--- config.mk ---
export PLATFORM = sky130hd
export DESIGN_NAME = xml_text_entity_decoder
export DESIGN_NICKNAME = d
export VERILOG_FILES = /design/src/xtd_pkg.sv /design/src/xml_text_entity_decoder.sv /design/src/xtd_core.sv
export VERILOG_INCLUDE_DIRS = /design/src /design/src/src
export SDC_FILE = /design/constraint.sdc
export NUM_CORES = 1
export LEC_CHECK = 0
export BUFFER_PORTS_ARGS = -buffer_cell sky130_fd_sc_hd__buf_4
export CAP_MARGIN = 20
export CORE_MARGIN = 5
export CORE_UTILIZATION = 28
export CTS_CLUSTER_SIZE = 30
export DETAILED_ROUTE_END_ITERATION = 12
export GPL_ROUTABILITY_DRIVEN = 0
export PLACE_DENSITY_LB_ADDON = 0.1
export SYNTH_ARGS = -nofsm -noshare
export SYNTH_HDL_FRONTEND = slang
export SYNTH_SLANG_ARGS = --single-unit
export TNS_END_PERCENT = 10
--- constraint.sdc ---
create_clock -name clk -period 7.5 [get_ports clk]
set_input_delay 0.75 -clock clk [delete_from_list [all_inputs] [get_ports clk]]
set_output_delay 0.75 -clock clk [all_outputs]
set_load 0.02 [all_outputs]
--- src/assert_macros.svh ---
// Assertion macros shared by the decoder RTL.
// Expects a clock named clk and an active-low reset named arst_n in scope.
`ifndef ASSERT_MACROS_SVH
`define ASSERT_MACROS_SVH

// Property that must hold at every clock edge outside reset.
`define XTD_ASSERT(label, expr, msg) \
	label: assert property (@(posedge clk) disable iff (!arst_n) (expr)) else $error(msg);

// Property whose consequent must hold in the cycle after the antecedent.
`define XTD_ASSERT_NEXT(label, ante, cons, msg) \
	label: assert property (@(posedge clk) disable iff (!arst_n) (ante) |=> (cons)) else $error(msg);

`endif

--- src/xtd_pkg.sv ---
// Package for the XML text entity decoder: parser state, result type, codes
// and the UTF-8 and entity spelling helpers. No dependencies.
package xtd_pkg;

	localparam int CpW = 21;
	localparam logic [CpW-1:0] MaxCp = 21'h10FFFF;

	typedef enum logic [10:0] {
		MODE_PLAIN     = 11'b000_0000_0001,
		MODE_AMP       = 11'b000_0000_0010,
		MODE_A         = 11'b000_0000_0100,
		MODE_WORD_QUOT = 11'b000_0000_1000,
		MODE_WORD_LT   = 11'b000_0001_0000,
		MODE_WORD_GT   = 11'b000_0010_0000,
		MODE_WORD_AMP  = 11'b000_0100_0000,
		MODE_WORD_APOS = 11'b000_1000_0000,
		MODE_HASH      = 11'b001_0000_0000,
		MODE_NUM       = 11'b010_0000_0000,
		MODE_SEMI      = 11'b100_0000_0000
	} mode_t;

	localparam logic [1:0] KIND_DATA = 2'd0;
	localparam logic [1:0] KIND_END  = 2'd1;
	localparam logic [1:0] KIND_ERR  = 2'd2;

	localparam logic [2:0] ERR_NONE     = 3'd0;
	localparam logic [2:0] ERR_UNKNOWN  = 3'd1;
	localparam logic [2:0] ERR_MISMATCH = 3'd2;
	localparam logic [2:0] ERR_NOSEMI   = 3'd3;
	localparam logic [2:0] ERR_INVALID  = 3'd4;

	localparam logic [2:0] WORD_QUOT = 3'd0;
	localparam logic [2:0] WORD_LT   = 3'd1;
	localparam logic [2:0] WORD_GT   = 3'd2;
	localparam logic [2:0] WORD_AMP  = 3'd3;
	localparam logic [2:0] WORD_APOS = 3'd4;

	typedef struct packed {
		mode_t          mode;
		logic [2:0]     match_pos;
		logic [CpW-1:0] value;
		logic           overflow;
		logic           hex;
	} state_t;

	typedef struct packed {
		logic        valid;
		logic [1:0]  kind;
		logic [31:0] bytes;
		logic [2:0]  count;
		logic [2:0]  err;
	} res_t;

	function automatic logic is_ch(logic [CpW-1:0] c, logic [7:0] ch);
		return c == {{(CpW-8){1'b0}}, ch};
	endfunction

	function automatic logic cp_valid(logic [CpW-1:0] c);
		return (c != '0 && c < 21'h00D800) || (c >= 21'h00E000 && c <= MaxCp);
	endfunction

	// Result for one character: UTF-8 bytes, or an invalid code point error.
	function automatic res_t emit_char(logic [CpW-1:0] c);
		res_t r;
		r = '0;
		r.valid = 1'b1;
		if (!cp_valid(c)) begin
			r.kind = KIND_ERR;
			r.err  = ERR_INVALID;
		end else if (c < 21'h000080) begin
			r.kind  = KIND_DATA;
			r.bytes = {25'b0, c[6:0]};
			r.count = 3'd1;
		end else if (c < 21'h000800) begin
			r.kind  = KIND_DATA;
			r.bytes = {16'b0, 2'b10, c[5:0], 3'b110, c[10:6]};
			r.count = 3'd2;
		end else if (c < 21'h010000) begin
			r.kind  = KIND_DATA;
			r.bytes = {8'b0, 2'b10, c[5:0], 2'b10, c[11:6], 4'b1110, c[15:12]};
			r.count = 3'd3;
		end else begin
			r.kind  = KIND_DATA;
			r.bytes = {2'b10, c[5:0], 2'b10, c[11:6], 2'b10, c[17:12], 5'b11110, c[20:18]};
			r.count = 3'd4;
		end
		return r;
	endfunction

	function automatic res_t fail(logic [2:0] err);
		res_t r;
		r = '0;
		r.valid = 1'b1;
		r.kind  = KIND_ERR;
		r.err   = err;
		return r;
	endfunction

	// Expected letter of a named entity at a position after its first letter.
	function automatic logic [7:0] word_letter(logic [2:0] w, logic [2:0] pos);
		logic [7:0] ch;
		ch = 8'h00;
		case ({w, pos})
			{WORD_QUOT, 3'd1}: ch = "u";
			{WORD_QUOT, 3'd2}: ch = "o";
			{WORD_QUOT, 3'd3}: ch = "t";
			{WORD_LT, 3'd1}:   ch = "t";
			{WORD_GT, 3'd1}:   ch = "t";
			{WORD_AMP, 3'd1}:  ch = "p";
			{WORD_APOS, 3'd1}: ch = "o";
			{WORD_APOS, 3'd2}: ch = "s";
			default:           ch = 8'h00;
		endcase
		return ch;
	endfunction

	function automatic logic [2:0] word_len(logic [2:0] w);
		logic [2:0] n;
		case (w)
			WORD_QUOT: n = 3'd4;
			WORD_APOS: n = 3'd3;
			default:   n = 3'd2;
		endcase
		return n;
	endfunction

	function automatic logic [7:0] word_char(logic [2:0] w);
		logic [7:0] ch;
		case (w)
			WORD_QUOT: ch = 8'h22;
			WORD_LT:   ch = 8'h3C;
			WORD_GT:   ch = 8'h3E;
			WORD_AMP:  ch = 8'h26;
			default:   ch = 8'h27;
		endcase
		return ch;
	endfunction

endpackage

--- src/xml_text_entity_decoder.sv ---
// Top level of the XML text entity decoder: input register, parser state and
// result register around xtd_core. Depends on xtd_pkg and assert_macros.svh.
//
//   Channel   Handshake            Payload
//   in        in_valid/in_ready    code_point, delimiter_select
//   out       out_valid/out_ready  kind, utf8_bytes, byte_count, error_code
//
// One code point per cycle while the result register is not stalled; a result
// passes from the input register into the result register and is offered there.
// Requests that open or continue an entity update the parser state and give no result.
// Reset clears the parser state to plain text and empties both registers.
// A stalled result holds the input register, which then stalls the input.
`include "assert_macros.svh"

module xml_text_entity_decoder (
	input  logic        clk,
	input  logic        arst_n,
	input  logic        in_valid,
	output logic        in_ready,
	input  logic [20:0] code_point,
	input  logic [1:0]  delimiter_select,
	output logic        out_valid,
	input  logic        out_ready,
	output logic [1:0]  kind,
	output logic [31:0] utf8_bytes,
	output logic [2:0]  byte_count,
	output logic [2:0]  error_code
);
	import xtd_pkg::*;

	logic           valid_s1;
	logic [CpW-1:0] cp_s1;
	logic [1:0]     sel_s1;
	state_t         state_q;
	state_t         state_nxt;
	res_t           res;
	logic           adv;
	logic           out_valid_q;
	logic [1:0]     kind_q;
	logic [31:0]    bytes_q;
	logic [2:0]     count_q;
	logic [2:0]     err_q;
	logic           data_ok;
	logic           nondata_ok;
	logic           err_ok;

	assign adv      = valid_s1 && (!out_valid_q || out_ready);
	assign in_ready = !valid_s1 || adv;

	always_ff @(posedge clk or negedge arst_n) begin
		if (!arst_n) begin
			valid_s1 <= 1'b0;
		end else if (in_valid && in_ready) begin
			valid_s1 <= 1'b1;
		end else if (adv) begin
			valid_s1 <= 1'b0;
		end
	end

	always_ff @(posedge clk) begin
		if (in_valid && in_ready) begin
			cp_s1  <= code_point;
			sel_s1 <= delimiter_select;
		end
	end

	xtd_core u_core (
		.st  (state_q),
		.cp  (cp_s1),
		.sel (sel_s1),
		.nxt (state_nxt),
		.res (res)
	);

	always_ff @(posedge clk or negedge arst_n) begin
		if (!arst_n) begin
			state_q <= '{mode: MODE_PLAIN, match_pos: 3'd0, value: '0,
				overflow: 1'b0, hex: 1'b0};
		end else if (adv) begin
			state_q <= state_nxt;
		end
	end

	always_ff @(posedge clk or negedge arst_n) begin
		if (!arst_n) begin
			out_valid_q <= 1'b0;
		end else if (adv && res.valid) begin
			out_valid_q <= 1'b1;
		end else if (out_ready) begin
			out_valid_q <= 1'b0;
		end
	end

	always_ff @(posedge clk) begin
		if (adv && res.valid) begin
			kind_q  <= res.kind;
			bytes_q <= res.bytes;
			count_q <= res.count;
			err_q   <= res.err;
		end
	end

	assign out_valid  = out_valid_q;
	assign kind       = kind_q;
	assign utf8_bytes = bytes_q;
	assign byte_count = count_q;
	assign error_code = err_q;

	assign data_ok    = byte_count != 3'd0 && byte_count <= 3'd4 && error_code == ERR_NONE;
	assign nondata_ok = utf8_bytes == '0 && byte_count == 3'd0;
	assign err_ok     = error_code != ERR_NONE && error_code <= ERR_INVALID;

	`XTD_ASSERT(a_data_shape, !out_valid || kind != KIND_DATA || data_ok, "bad data result")
	`XTD_ASSERT(a_nondata_empty, !out_valid || kind == KIND_DATA || nondata_ok, "result has bytes")
	`XTD_ASSERT(a_err_code, !out_valid || kind != KIND_ERR || err_ok, "error result without a code")
	`XTD_ASSERT_NEXT(a_result_resets, adv && res.valid, state_q.mode == MODE_PLAIN, "no plain text")

endmodule

--- src/xtd_core.sv ---
// Next-state and result logic of the entity decoder for one code point.
// Purely combinational; depends on xtd_pkg.
module xtd_core (
	input  xtd_pkg::state_t        st,
	input  logic [20:0]            cp,
	input  logic [1:0]             sel,
	output xtd_pkg::state_t        nxt,
	output xtd_pkg::res_t          res
);
	import xtd_pkg::*;

	logic [7:0]     delim;
	logic [2:0]     word;
	logic           is_word;
	logic           num_hex;
	logic [CpW-1:0] num_val;
	logic           num_ovf;
	logic           is09;
	logic           letter;
	logic           digit_ok;
	logic [3:0]     digit;
	logic [24:0]    prod;
	logic [2:0]     pos_inc;

	always_comb begin
		case (sel)
			2'd1:    delim = 8'h22;
			2'd2:    delim = 8'h27;
			default: delim = 8'h3C;
		endcase
	end

	always_comb begin
		is_word = 1'b1;
		case (st.mode)
			MODE_WORD_QUOT: word = WORD_QUOT;
			MODE_WORD_LT:   word = WORD_LT;
			MODE_WORD_GT:   word = WORD_GT;
			MODE_WORD_AMP:  word = WORD_AMP;
			MODE_WORD_APOS: word = WORD_APOS;
			default: begin
				word    = WORD_QUOT;
				is_word = 1'b0;
			end
		endcase
	end

	// The first digit of a decimal reference arrives in the hash state with a fresh value.
	assign num_hex = (st.mode == MODE_NUM) ? st.hex : 1'b0;
	assign num_val = (st.mode == MODE_NUM) ? st.value : '0;
	assign num_ovf = (st.mode == MODE_NUM) ? st.overflow : 1'b0;

	assign is09     = cp >= 21'h30 && cp <= 21'h39;
	assign letter   = (cp >= 21'h41 && cp <= 21'h5A) || (cp >= 21'h61 && cp <= 21'h7A);
	assign digit_ok = is09 || (num_hex && letter && cp[4:0] <= 5'd6);
	assign digit    = is09 ? cp[3:0] : cp[3:0] + 4'd9;
	assign prod     = num_hex ? ({num_val, 4'b0} + {21'b0, digit})
		: ({1'b0, num_val, 3'b0} + {3'b0, num_val, 1'b0} + {21'b0, digit});
	assign pos_inc  = st.match_pos + 3'd1;

	always_comb begin
		nxt = st;
		res = '0;
		case (st.mode)
			MODE_PLAIN: begin
				if (is_ch(cp, delim) || is_ch(cp, 8'h3C) || cp == '0) begin
					res.valid = 1'b1;
					res.kind  = KIND_END;
				end else if (is_ch(cp, 8'h26)) begin
					nxt.mode = MODE_AMP;
				end else begin
					res = emit_char(cp);
				end
			end
			MODE_AMP: begin
				nxt.match_pos = 3'd1;
				if (is_ch(cp, "q")) begin
					nxt.mode = MODE_WORD_QUOT;
				end else if (is_ch(cp, "l")) begin
					nxt.mode = MODE_WORD_LT;
				end else if (is_ch(cp, "g")) begin
					nxt.mode = MODE_WORD_GT;
				end else if (is_ch(cp, "a")) begin
					nxt.mode      = MODE_A;
					nxt.match_pos = st.match_pos;
				end else if (is_ch(cp, "#")) begin
					nxt.mode      = MODE_HASH;
					nxt.match_pos = st.match_pos;
				end else begin
					nxt.match_pos = st.match_pos;
					res           = fail(ERR_UNKNOWN);
				end
			end
			MODE_A: begin
				if (is_ch(cp, "m")) begin
					nxt.mode      = MODE_WORD_AMP;
					nxt.match_pos = 3'd1;
				end else if (is_ch(cp, "p")) begin
					nxt.mode      = MODE_WORD_APOS;
					nxt.match_pos = 3'd1;
				end else begin
					res = fail(ERR_MISMATCH);
				end
			end
			MODE_WORD_QUOT, MODE_WORD_LT, MODE_WORD_GT, MODE_WORD_AMP, MODE_WORD_APOS: begin
				if (!is_word || st.match_pos >= word_len(word)
						|| !is_ch(cp, word_letter(word, st.match_pos))) begin
					res = fail(ERR_MISMATCH);
				end else begin
					nxt.match_pos = pos_inc;
					if (pos_inc == word_len(word)) begin
						nxt.value = {13'b0, word_char(word)};
						nxt.mode  = MODE_SEMI;
					end
				end
			end
			MODE_HASH, MODE_NUM: begin
				if (st.mode == MODE_HASH && (is_ch(cp, "x") || is_ch(cp, "X"))) begin
					nxt.mode     = MODE_NUM;
					nxt.hex      = 1'b1;
					nxt.value    = '0;
					nxt.overflow = 1'b0;
				end else begin
					nxt.mode     = MODE_NUM;
					nxt.hex      = num_hex;
					nxt.value    = num_val;
					nxt.overflow = num_ovf;
					if (digit_ok) begin
						if (prod > {4'b0, MaxCp}) begin
							nxt.overflow = 1'b1;
						end else begin
							nxt.value = prod[CpW-1:0];
						end
					end else if (!is_ch(cp, ";")) begin
						res = fail(ERR_NOSEMI);
					end else if (num_ovf) begin
						res = fail(ERR_INVALID);
					end else begin
						res = emit_char(num_val);
					end
				end
			end
			MODE_SEMI: begin
				if (!is_ch(cp, ";")) begin
					res = fail(ERR_NOSEMI);
				end else begin
					res = emit_char(st.value);
				end
			end
			default: begin
				nxt.mode = MODE_PLAIN;
			end
		endcase
		if (res.valid) begin
			nxt.mode = MODE_PLAIN;
		end
	end

endmodule
# Word level (Yosys, flattened, before mapping)
# Index checks and enable logic that the tools add are counted.
# Widths: inputs -> output; s select.
dict set report totals {
  word_cells 221
  ram_bits 0
  ff_bits 102
  latch_bits 0
  output_inout_bits 42
  mem_bits_ro 0
  n_memories 0
}
dict set report op_classes {
  mux 77
  n_shift 0
  n_lt_le_gt_ge 27
  eq_ne 51
  n_addsub 5
  n_reduce_logical 48
  div_mod_pow 0
  bitwise 0
  mul 0
}
# op n
set ops {}
lappend ops {{$mux 41} 12}
lappend ops {{$mux 35} 10}
lappend ops {{$pmux 41 s6} 1}
lappend ops {{$eq 21x7->1 const B} 8}
lappend ops {{$mux 37} 3}
lappend ops {{$mux 11} 8}
lappend ops {{$eq 21x6->1 const B} 4}
lappend ops {{$mux 40} 2}
lappend ops {{$pmux 11 s6} 1}
lappend ops {{$ge 21x16->1 const B} 3}
lappend ops {{$le 21x21->1 const B} 3}
lappend ops {{$lt 21x12->1 const B} 3}
lappend ops {{$lt 21x16->1 const B} 3}
lappend ops {{$lt 21x17->1 const B} 3}
lappend ops {{$lt 21x8->1 const B} 3}
lappend ops {{$mux 21} 3}
lappend ops {{$reduce_bool 21->1} 3}
lappend ops {{$add 25x4->25} 2}
lappend ops {{$ge 21x7->1 const B} 2}
lappend ops {{$le 21x7->1 const B} 2}
lappend ops {{$mux 14} 3}
lappend ops {{$pmux 21 s2} 1}
lappend ops {{$mux 38} 1}
lappend ops {{$pmux 7 s5} 1}
lappend ops {{other kinds (67)} 123}

# Depth between registers and ports, before layout
# Gate-level depths: netlist of the first run.
dict set report depth {
  ltp_word 16
  ltp_mapped 22
}

# Cells and area by module
# Synthesis of the first run repeated with hierarchy kept, for this count alone.
dict set report hier_totals {
  hier_cells 995
  hier_area_um2 8869.8
}
# module cells_each area_each_um2 n_inst
set by_module_without_submodules {}
lappend by_module_without_submodules {xtd_core 844 5350.1 1}
lappend by_module_without_submodules {xml_text_entity_decoder 151 3519.6 1}

# Least setup slack after synthesis of the first run
# No wires, ideal clock.
dict set report synth_path {
  kind {flip-flop to flip-flop}
  from {reg cp_s1[17]}
  to {reg state_q[7] (netlist bit)}
  setup_ns 0.139
  path_stages_with_launch 18
  path_buffers 1
  required_time_ns 7.361
  arrival_ns 5.437
  slack_ns 1.924
  period_less_slack_ns 5.576
  cell_sequence {edfxtp_1 > or4_4 > nor4_4 > buf_2 > nand4_1 > nand2_1 > xnor2_1 > fa_1 > fa_1 > a21o_1 > a221oi_4 > nor4_4 > nor4_1 > o31ai_1 > or4_4 > a2111oi_4 > nor3b_1 > or4_1}
}
dict set report synth_via {
  elab_chain_len 10
}
# item line_no
set synth_rtl {}
lappend synth_rtl {{from (decl)} xml_text_entity_decoder.sv:32} ;# logic [CpW-1:0] cp_s1;
lappend synth_rtl {{from (signal assigned)} xml_text_entity_decoder.sv:62} ;# cp_s1 <= code_point;
lappend synth_rtl {{$ge 21x6->1 or $le 21x6->1 (tied branches)} xtd_core.sv:53} ;# assign is09 = cp >= 21'h30 && cp <= 21'h39;
lappend synth_rtl {{$logic_and 1x1->1} xtd_core.sv:53}
lappend synth_rtl {{$mux 4} xtd_core.sv:56} ;# assign digit = is09 ? cp[3:0] : cp[3:0] + 4'd9;
lappend synth_rtl {{$add 25x4->25, on equally long branches} {xtd_core.sv:58, xtd_core.sv:57}}
lappend synth_rtl {{$mux 25} xtd_core.sv:57} ;# assign prod = num_hex ? ({num_val, 4'b0} + {21'b0, digit})
lappend synth_rtl {{$gt 25x21->1} xtd_core.sv:129} ;# if (prod > {4'b0, MaxCp}) begin
lappend synth_rtl {{$mux 21} xtd_core.sv:129}
lappend synth_rtl {{$mux 22} xtd_core.sv:128} ;# if (digit_ok) begin
lappend synth_rtl {{$mux 23} xtd_core.sv:118} ;# if (st.mode == MODE_HASH && (is_ch(cp, "x") || is_ch(cp, "X"))) begin
lappend synth_rtl {{$pmux 21 s2} xtd_core.sv:64} ;# case (st.mode)
lappend synth_rtl {{to (signal assigned)} xml_text_entity_decoder.sv:77} ;# state_q <= '{mode: MODE_PLAIN, match_pos: 3'd0, value: '0,
lappend synth_rtl {{to (signal assigned)} xml_text_entity_decoder.sv:80} ;# state_q <= state_nxt;
lappend synth_rtl {{to (decl)} xml_text_entity_decoder.sv:34} ;# state_t state_q;
# Several ways; a longest one is shown, not always the timed one.
# A chain may end at the register's enable or synchronous reset.

# Final worst setup path of the first run
dict set report layout_path {
  from {reg cp_s1[13]}
  to {reg state_q[6] (netlist bit)}
}
# The elaborated chain is that of the path after synthesis.

==> reports/summary.txt, run 1 <==
I/O pin count - 69
number of enable-type register cells in the synthesized netlist - 58
post-synth cell types - 92
Setup-failing EPs final - 0
cells taking the most area after synthesis - sky130_fd_sc_hd__edfxtp_1, sky130_fd_sc_hd__dfrtp_1, sky130_fd_sc_hd__ha_1
FILL cells - 3013
transition at the pin with the smallest max-transition slack - 1020 ps
Yosys reg bits - 97
count of hold buffers inserted by post-cts repair - 0
postcts setup bufs - 0
GRT busiest layer - met2
arrival time at the worst endpoint - 6830 ps
violation count after the first detailed-route iteration - 622
leading post-synthesis cells by instance count - sky130_fd_sc_hd__nor2_1, sky130_fd_sc_hd__a21oi_1, sky130_fd_sc_hd__edfxtp_1
register area share after synthesis - 0.339
nature of the critical path endpoint - flip-flop
number of resized instances in the post-cts repair step - 0
global routing met3 resource utilization - 0.0266
antenna violations before repair - 0
share of the clock period used by the worst path - 0.881
placed wire-length estimate after detailed placement - 22300 um
total global routing overflow - 0
number of max-slew violations in the final report - 0
aggregate negative setup slack - 0 ps
power density of the placed cells - 198 nW/um^2
Primary FF master, synth - sky130_fd_sc_hd__edfxtp_1
setup repair after global routing missed its margin - false
post-DR vias/cell - 5.51
master cell of the clock root buffer - sky130_fd_sc_hd__clkbuf_16
Fin. Hold Viols - 0
final worst path period need - 6610 ps
number of antenna-violating nets in the routed design - 0
startpoint types - flip-flop
Clock Tree Buf Depth - 2
register clock-pin slew on the reported worst setup and hold paths - 80 ps
Synth Warn # - 0
outcome - finished, final reports clean
number of I/O port buffers - 65
Die Outline Area - 32200 sq um
hold_ws - 361 ps
vertical die dimension - 179 um
largest fanout on the critical path - 15
post-DR wirelength/cell - 21.2 um
DR pass1 iterations - 5
synthesized area per cell - 8.77 sq um
Sinks on Clock Net - 97
area inside the core boundary - 28500 sq um
die outline width - 179 um
most frequently used cell type in the post-synthesis netlist - sky130_fd_sc_hd__nor2_1
# H-tree levels - 3
pin count of the biggest net entering global routing - 40
Yosys top cell area share - 0.217
TritonCTS clock tree - built
normalized max-slew margin - 0.314
diodes inserted - 0
met2 track demand over resource - 0.283
global-route wire length before repair - 43300 um
M1 GR Usage - 0.247
summed instance area of the synthesized netlist - 8030 sq um
number of remaining DRC errors - 0
class of the most critical hold timing path - in2async
area taken by flip-flops and latches - 2720 sq um
clock latency reported for the late side of the worst-skew pair - 360 ps
final-stage net count - 1037
area added between synthesis and finish - 13.6%
number of max-capacitance violations reported - 0
number of CTS-inserted buffers - 9
via count of the first global-routing pass - 7205
WL final - 28500 um
starting density of the core - 0.282
layout cell share with drive strength beyond 1 - 0.145
total routing usage reported by global routing - 0.175
standard-cell rows - 62
cell accounting for the most synthesized area - sky130_fd_sc_hd__edfxtp_1
proportion of register bits with asynchronous set or reset after synthesis - 0.402
IR drop worst, VDD - 0.000183 V
cell count after synthesis - 916
area taken by multi-input logic gates - 4850 sq um
maximum clock frequency - 151 MHz
Worst Path Class, Setup - reg2reg
reported leakage power - 3.79 nW
number of vias in the routed layout - 7406
WP data required - 7720 ps
final clock skew - 9.75 ps
[cell usage in the layout, fill, tap and decap left out, drive strengths merged, types with 5 or more instances in the layout]
| cell | n |
|---|---|
| inv | 51 |
| o21a | 7 |
| mux2 | 7 |
| or3 | 7 |
| o22ai | 48 |
| xor2 | 8 |
| nand4 | 21 |
| a22o | 11 |
| and4 | 6 |
| nor2 | 93 |
| o21ai | 50 |
| and2 | 14 |
| edfxtp | 58 |
| o211ai | 8 |
| a22oi | 7 |
| a21oi | 79 |
| xnor2 | 15 |
| and3 | 15 |
| nor3 | 26 |
| nand2b | 14 |
| nand2 | 57 |
| clkbuf | 9 |
| buf | 79 |
| a31oi | 18 |
| nor3b | 5 |
| dfrtp | 38 |
| or4 | 7 |
| a211oi | 8 |
| ha | 53 |
| nor4 | 18 |
| nand3 | 24 |
| o21bai | 8 |
| a21o | 11 |
| o31ai | 6 |
[registers in the layout, indices dropped and copies added, names as in the netlist]
register,cells
byte_count,2
error_code,3
valid_s1,1
state_q,37
out_valid,1
cp_s1,21
kind,2
sel_s1,2
utf8_bytes,28
[per-stage QoR]
step / power (mW) / utilization / worst slack (ps) / area, sq um / std cells
floorplan: 1.11 / - / 1920 / 8040 / 918
global placement: 1.36 / 0.310 / 1080 / 8820 / 1327
detailed placement: 1.35 / 0.310 / 891 / 8820 / 1327
CTS: 1.83 / 0.320 / 867 / 9110 / 1343
global route: 1.90 / 0.320 / 443 / 9120 / 1344
finish: 1.80 / 0.320 / 891 / 9120 / 1344
[metal layers]
layer,vias to the layer above,routed length (um),part of all wire
li1,3540,-,-
met1,3586,13300,0.47
met2,248,13200,0.46
met3,32,1470,0.052
met4,0,471,0.017
met5,-,0,0
[path summary, 6_finish.rpt]
kind / slack (ps) / to / cells after the start / from
max reg2reg: 890 / state_q[6] / 18 / cp_s1[13]
min reg2reg: 540 / state_q[1] / 2 / state_q[1]
max in group asynchronous: 6730 / state_q[11] / 1 / arst_n
max: 890 / state_q[6] / 18 / cp_s1[13]
min: 360 / state_q[33] / 1 / arst_n
min in group clk: 540 / state_q[1] / 2 / state_q[1]
[layout make-up]
type                    count  area share
multi-input cells         719       0.532
flip-flops and latches     97       0.298
well taps                 384      0.0527
repair buffers             79      0.0650
inverters                  49      0.0202
clock buffers               9      0.0247
clock inverters             7     0.00727
[power breakdown]
part	leakage, nW	switching (mW)	internal, mW
clock network	0.141	0.235	0.232
registers	0.984	0.0635	0.696
logic	2.66	0.369	0.205
[critical path, cell delays in order (launching register included)]
cell                        delay (ps)
sky130_fd_sc_hd__edfxtp_1          460
sky130_fd_sc_hd__or4_1             720
sky130_fd_sc_hd__nor4_4            190
sky130_fd_sc_hd__buf_4             230
sky130_fd_sc_hd__nand4_1           240
sky130_fd_sc_hd__nand2_1           160
sky130_fd_sc_hd__xnor2_1           180
sky130_fd_sc_hd__fa_1              490
sky130_fd_sc_hd__fa_1              490
sky130_fd_sc_hd__a21o_1            220
sky130_fd_sc_hd__a221oi_4          420
sky130_fd_sc_hd__nor4_4             90
sky130_fd_sc_hd__nor4_1            200
sky130_fd_sc_hd__o31ai_1           130
sky130_fd_sc_hd__or4_4             560
sky130_fd_sc_hd__a2111oi_4         710
sky130_fd_sc_hd__o21a_1            550
sky130_fd_sc_hd__buf_4             310
sky130_fd_sc_hd__o22ai_1            90
[cells by family after synthesis]
| family | count (synthesis) | share of synthesized area |
|---|---|---|
| AOI/OAI and AO/OA | 298 | 0.253 |
| xor gates and xnor gates | 23 | 0.0251 |
| adders and majority gates | 55 | 0.0876 |
| buffers and inverters | 102 | 0.0581 |
| DFF | 97 | 0.339 |
| muxes | 11 | 0.0148 |
| other | 1 | 0.000467 |
| and+or+nand+nor | 329 | 0.222 |
Note: power is estimated with default switching activity, not from simulation.
==> run 2, diff against run 1 <==
- CORE_MARGIN: 5 -> 4
- CORE_UTILIZATION: 28 -> 50
- RECOVER_POWER: default -> 25
==> run 2 against run 1 <==
  * The flow now finishes with violations (max-capacitance violations, max-slew violations)
  * Sequential power about the same
  * Final cell count down 13%
  * Maximum frequency up 1.8%
  * Routed wire length down 13%
  * Clock skew up 5.8 ps
  * Core utilization up 24 points
  * Critical path type unchanged
  * Largest cell class unchanged
==> reports/summary.txt, run 2 (same netlist as run 1, synthesis figures left out) <==
most common library cell in the layout ignoring fill and taps - sky130_fd_sc_hd__nor2_1
Fin. Hold Viols - 0 (unchanged)
placed wire-length estimate after detailed placement - 18800 um (-16%)
# H-tree levels - 3 (unchanged)
FILL cells - 1474 (-51%)
share of the clock period used by the worst path - 0.866 (-0.0152)
power density of the placed cells - 201 nW/um^2 (+2.0%)
met2 track demand over resource - 0.431 (+0.147)
number of remaining DRC errors - 0 (unchanged)
Sinks on Clock Net - 97 (unchanged)
setup repair after global routing missed its margin - false
number of max-slew violations in the final report - 40 (+40)
I/O pin count - 69 (unchanged)
Setup-failing EPs final - 0 (unchanged)
Worst Path Buf+Inv - 0 (-2)
diodes inserted - 0 (unchanged)
reported leakage power - 3.74 nW (-1.1%)
nature of the critical path endpoint - flip-flop
register ranked first by flip-flop count - state_q
violation count after the first detailed-route iteration - 1070 (+72%)
class of the most critical hold timing path - reg2reg
count of hold buffers inserted by post-cts repair - 0 (unchanged)
global-route wire length before repair - 39000 um (-10%)
M1 GR Usage - 0.381 (+0.133)
longest individual stage delay on the worst path - 870 ps (+150 ps)
failing checks - max-capacitance violations, max-slew violations
number of antenna-violating nets in the routed design - 0 (unchanged)
postcts setup bufs - 0 (unchanged)
commonest cells after routing, fill and taps aside - sky130_fd_sc_hd__nor2_1, sky130_fd_sc_hd__a21oi_1, sky130_fd_sc_hd__edfxtp_1
number of I/O port buffers - 65 (unchanged)
startpoint types - flip-flop
cell chain of the critical path - nor4_4 > nand4_1 > nor2_1 > fa_1 > fa_1 > a21o_1 > a221oi_4 > nor4_4 > nor4_1 > o31ai_1 > or4_4 > a2111oi_4 > o21a_1 > o22ai_1
outcome - complete, but fails checks
transition at the pin with the smallest max-transition slack - 2280 ps (+1260 ps)
largest fanout on the critical path - 20 (+5)
final-stage net count - 1030 (-0.68%)
arrival time at the worst endpoint - 6690 ps (-140 ps)
WP data required - 7700 ps (-20 ps)
standard-cell rows - 46 (-26%)
post-DR vias/cell - 6.39 (+16%)
TritonCTS clock tree - built
maximum clock frequency - 154 MHz (+1.8%)
area inside the core boundary - 15800 sq um (-44%)
WL final - 24900 um (-13%)
number of resized instances in the post-cts repair step - 0 (unchanged)
antenna violations before repair - 0 (unchanged)
master cell of the clock root buffer - sky130_fd_sc_hd__clkbuf_16
flip-flop count of the largest register, all copies and words added - 37 (unchanged)
total global routing overflow - 0 (unchanged)
layout cell share with drive strength beyond 1 - 0.137 (-0.00733)
Worst Path Class, Setup - reg2reg
register clock-pin slew on the reported worst setup and hold paths - 80 ps (about the same)
DR pass1 iterations - 5 (unchanged)
GRT busiest layer - met2
post-route standard cell area excluding fillers - 8860 sq um (-2.9%)
starting density of the core - 0.507 (+0.225)
IR drop worst, VDD - 0.000158 V (-14%)
Top Family by Delay on Critical Path - compound AO/OA/AOI/OAI gates
number of max-capacitance violations reported - 1 (+1)
final clock skew - 15.5 ps (+5.79 ps)
vertical die dimension - 135 um (-25%)
die outline width - 135 um (-25%)
global routing met3 resource utilization - 0.0574 (+0.0307)
Clock Tree Buf Depth - 2 (unchanged)
via count of the first global-routing pass - 7001 (-2.8%)
post-DR wirelength/cell - 21.3 um (+0.39%)
number of CTS-inserted buffers - 9 (unchanged)
hold_ws - 553 ps (+192 ps)
area added between synthesis and finish - 10.3%
pin count of the biggest net entering global routing - 40 (unchanged)
number of vias in the routed layout - 7474 (+0.92%)
critical-path cell with the highest stage delay - sky130_fd_sc_hd__o21a_1
area of placed instances - 8560 sq um (-2.9%)
normalized max-slew margin - -0.521 (-0.835)
clock latency reported for the late side of the worst-skew pair - 360 ps (about the same)
total routing usage reported by global routing - 0.273 (+0.0977)
aggregate negative setup slack - 0 ps (unchanged)
Die Outline Area - 18100 sq um (-44%)
final worst path period need - 6500 ps (-114 ps)
[run 2: cell count changes in the layout (fill, tap and decap cells not counted), sizes merged]
cell    change
clkinv      -2
inv         +2
clkbuf     +24
buf        -31
[run 2: metal layers]
metal | part of all wire | up-vias
met5 | 0 | -
met4 | 0.022 | 0
met3 | 0.077 | 44
met2 | 0.47 | 291
met1 | 0.43 | 3607
li1 | - | 3532
[run 2: worst reg2reg max path, cell delays in order, from the launching register on]
cell and delay [ps]:
sky130_fd_sc_hd__dfrtp_1 520, sky130_fd_sc_hd__nor4_4 430, sky130_fd_sc_hd__nand4_1 640, sky130_fd_sc_hd__nor2_1 420, sky130_fd_sc_hd__fa_1 520, sky130_fd_sc_hd__fa_1 470
sky130_fd_sc_hd__a21o_1 220, sky130_fd_sc_hd__a221oi_4 390, sky130_fd_sc_hd__nor4_4 100, sky130_fd_sc_hd__nor4_1 200, sky130_fd_sc_hd__o31ai_1 140, sky130_fd_sc_hd__or4_4 560
sky130_fd_sc_hd__a2111oi_4 700, sky130_fd_sc_hd__o21a_1 870, sky130_fd_sc_hd__o22ai_1 190
[run 2: path summary, 6_finish.rpt]
check / cells after the start / slack, ps / end / startpoint
min reg2reg: 1 / 550 / state_q[23] / state_q[23]
max in group asynchronous: 1 / 5130 / state_q[13] / arst_n
max reg2reg: 14 / 1000 / state_q[4] / state_q[30]
min in group asynchronous: 1 / 1070 / state_q[23] / arst_n
max: 14 / 1000 / state_q[4] / state_q[30]
min: 1 / 550 / state_q[23] / state_q[23]
[run 2: cell type report]
class	count	area [sq um]	area share
Tap cell	216	270	0.0305
Clock inverter	7	71.3	0.00805
Clock buffer	9	225	0.0254
Multi-Input combinational cell	719	4850	0.548
Inverter	49	184	0.0208
Timing Repair Buffer	72	537	0.0606
Sequential cell	97	2720	0.307
[run 2: through the flow]
stage	total power [mW]	instances	setup WS [ps]	utilization
2_1_floorplan	1.11	918	1920	-
3_3_place_gp	1.33	1153	1260	0.541
3_5_place_dp	1.33	1153	1170	0.541
4_1_cts	1.79	1169	1140	0.560
5_1_grt	1.86	1169	683	0.560
6_report	1.78	1169	1000	0.560
[run 2: power by group]
| group | internal [mW] | total, mW | switching [mW] |
|---|---|---|---|
| clock network | 0.236 | 0.462 | 0.227 |
| logic | 0.203 | 0.563 | 0.360 |
| registers | 0.696 | 0.758 | 0.0623 |
| total | 1.13 | 1.78 | 0.649 |
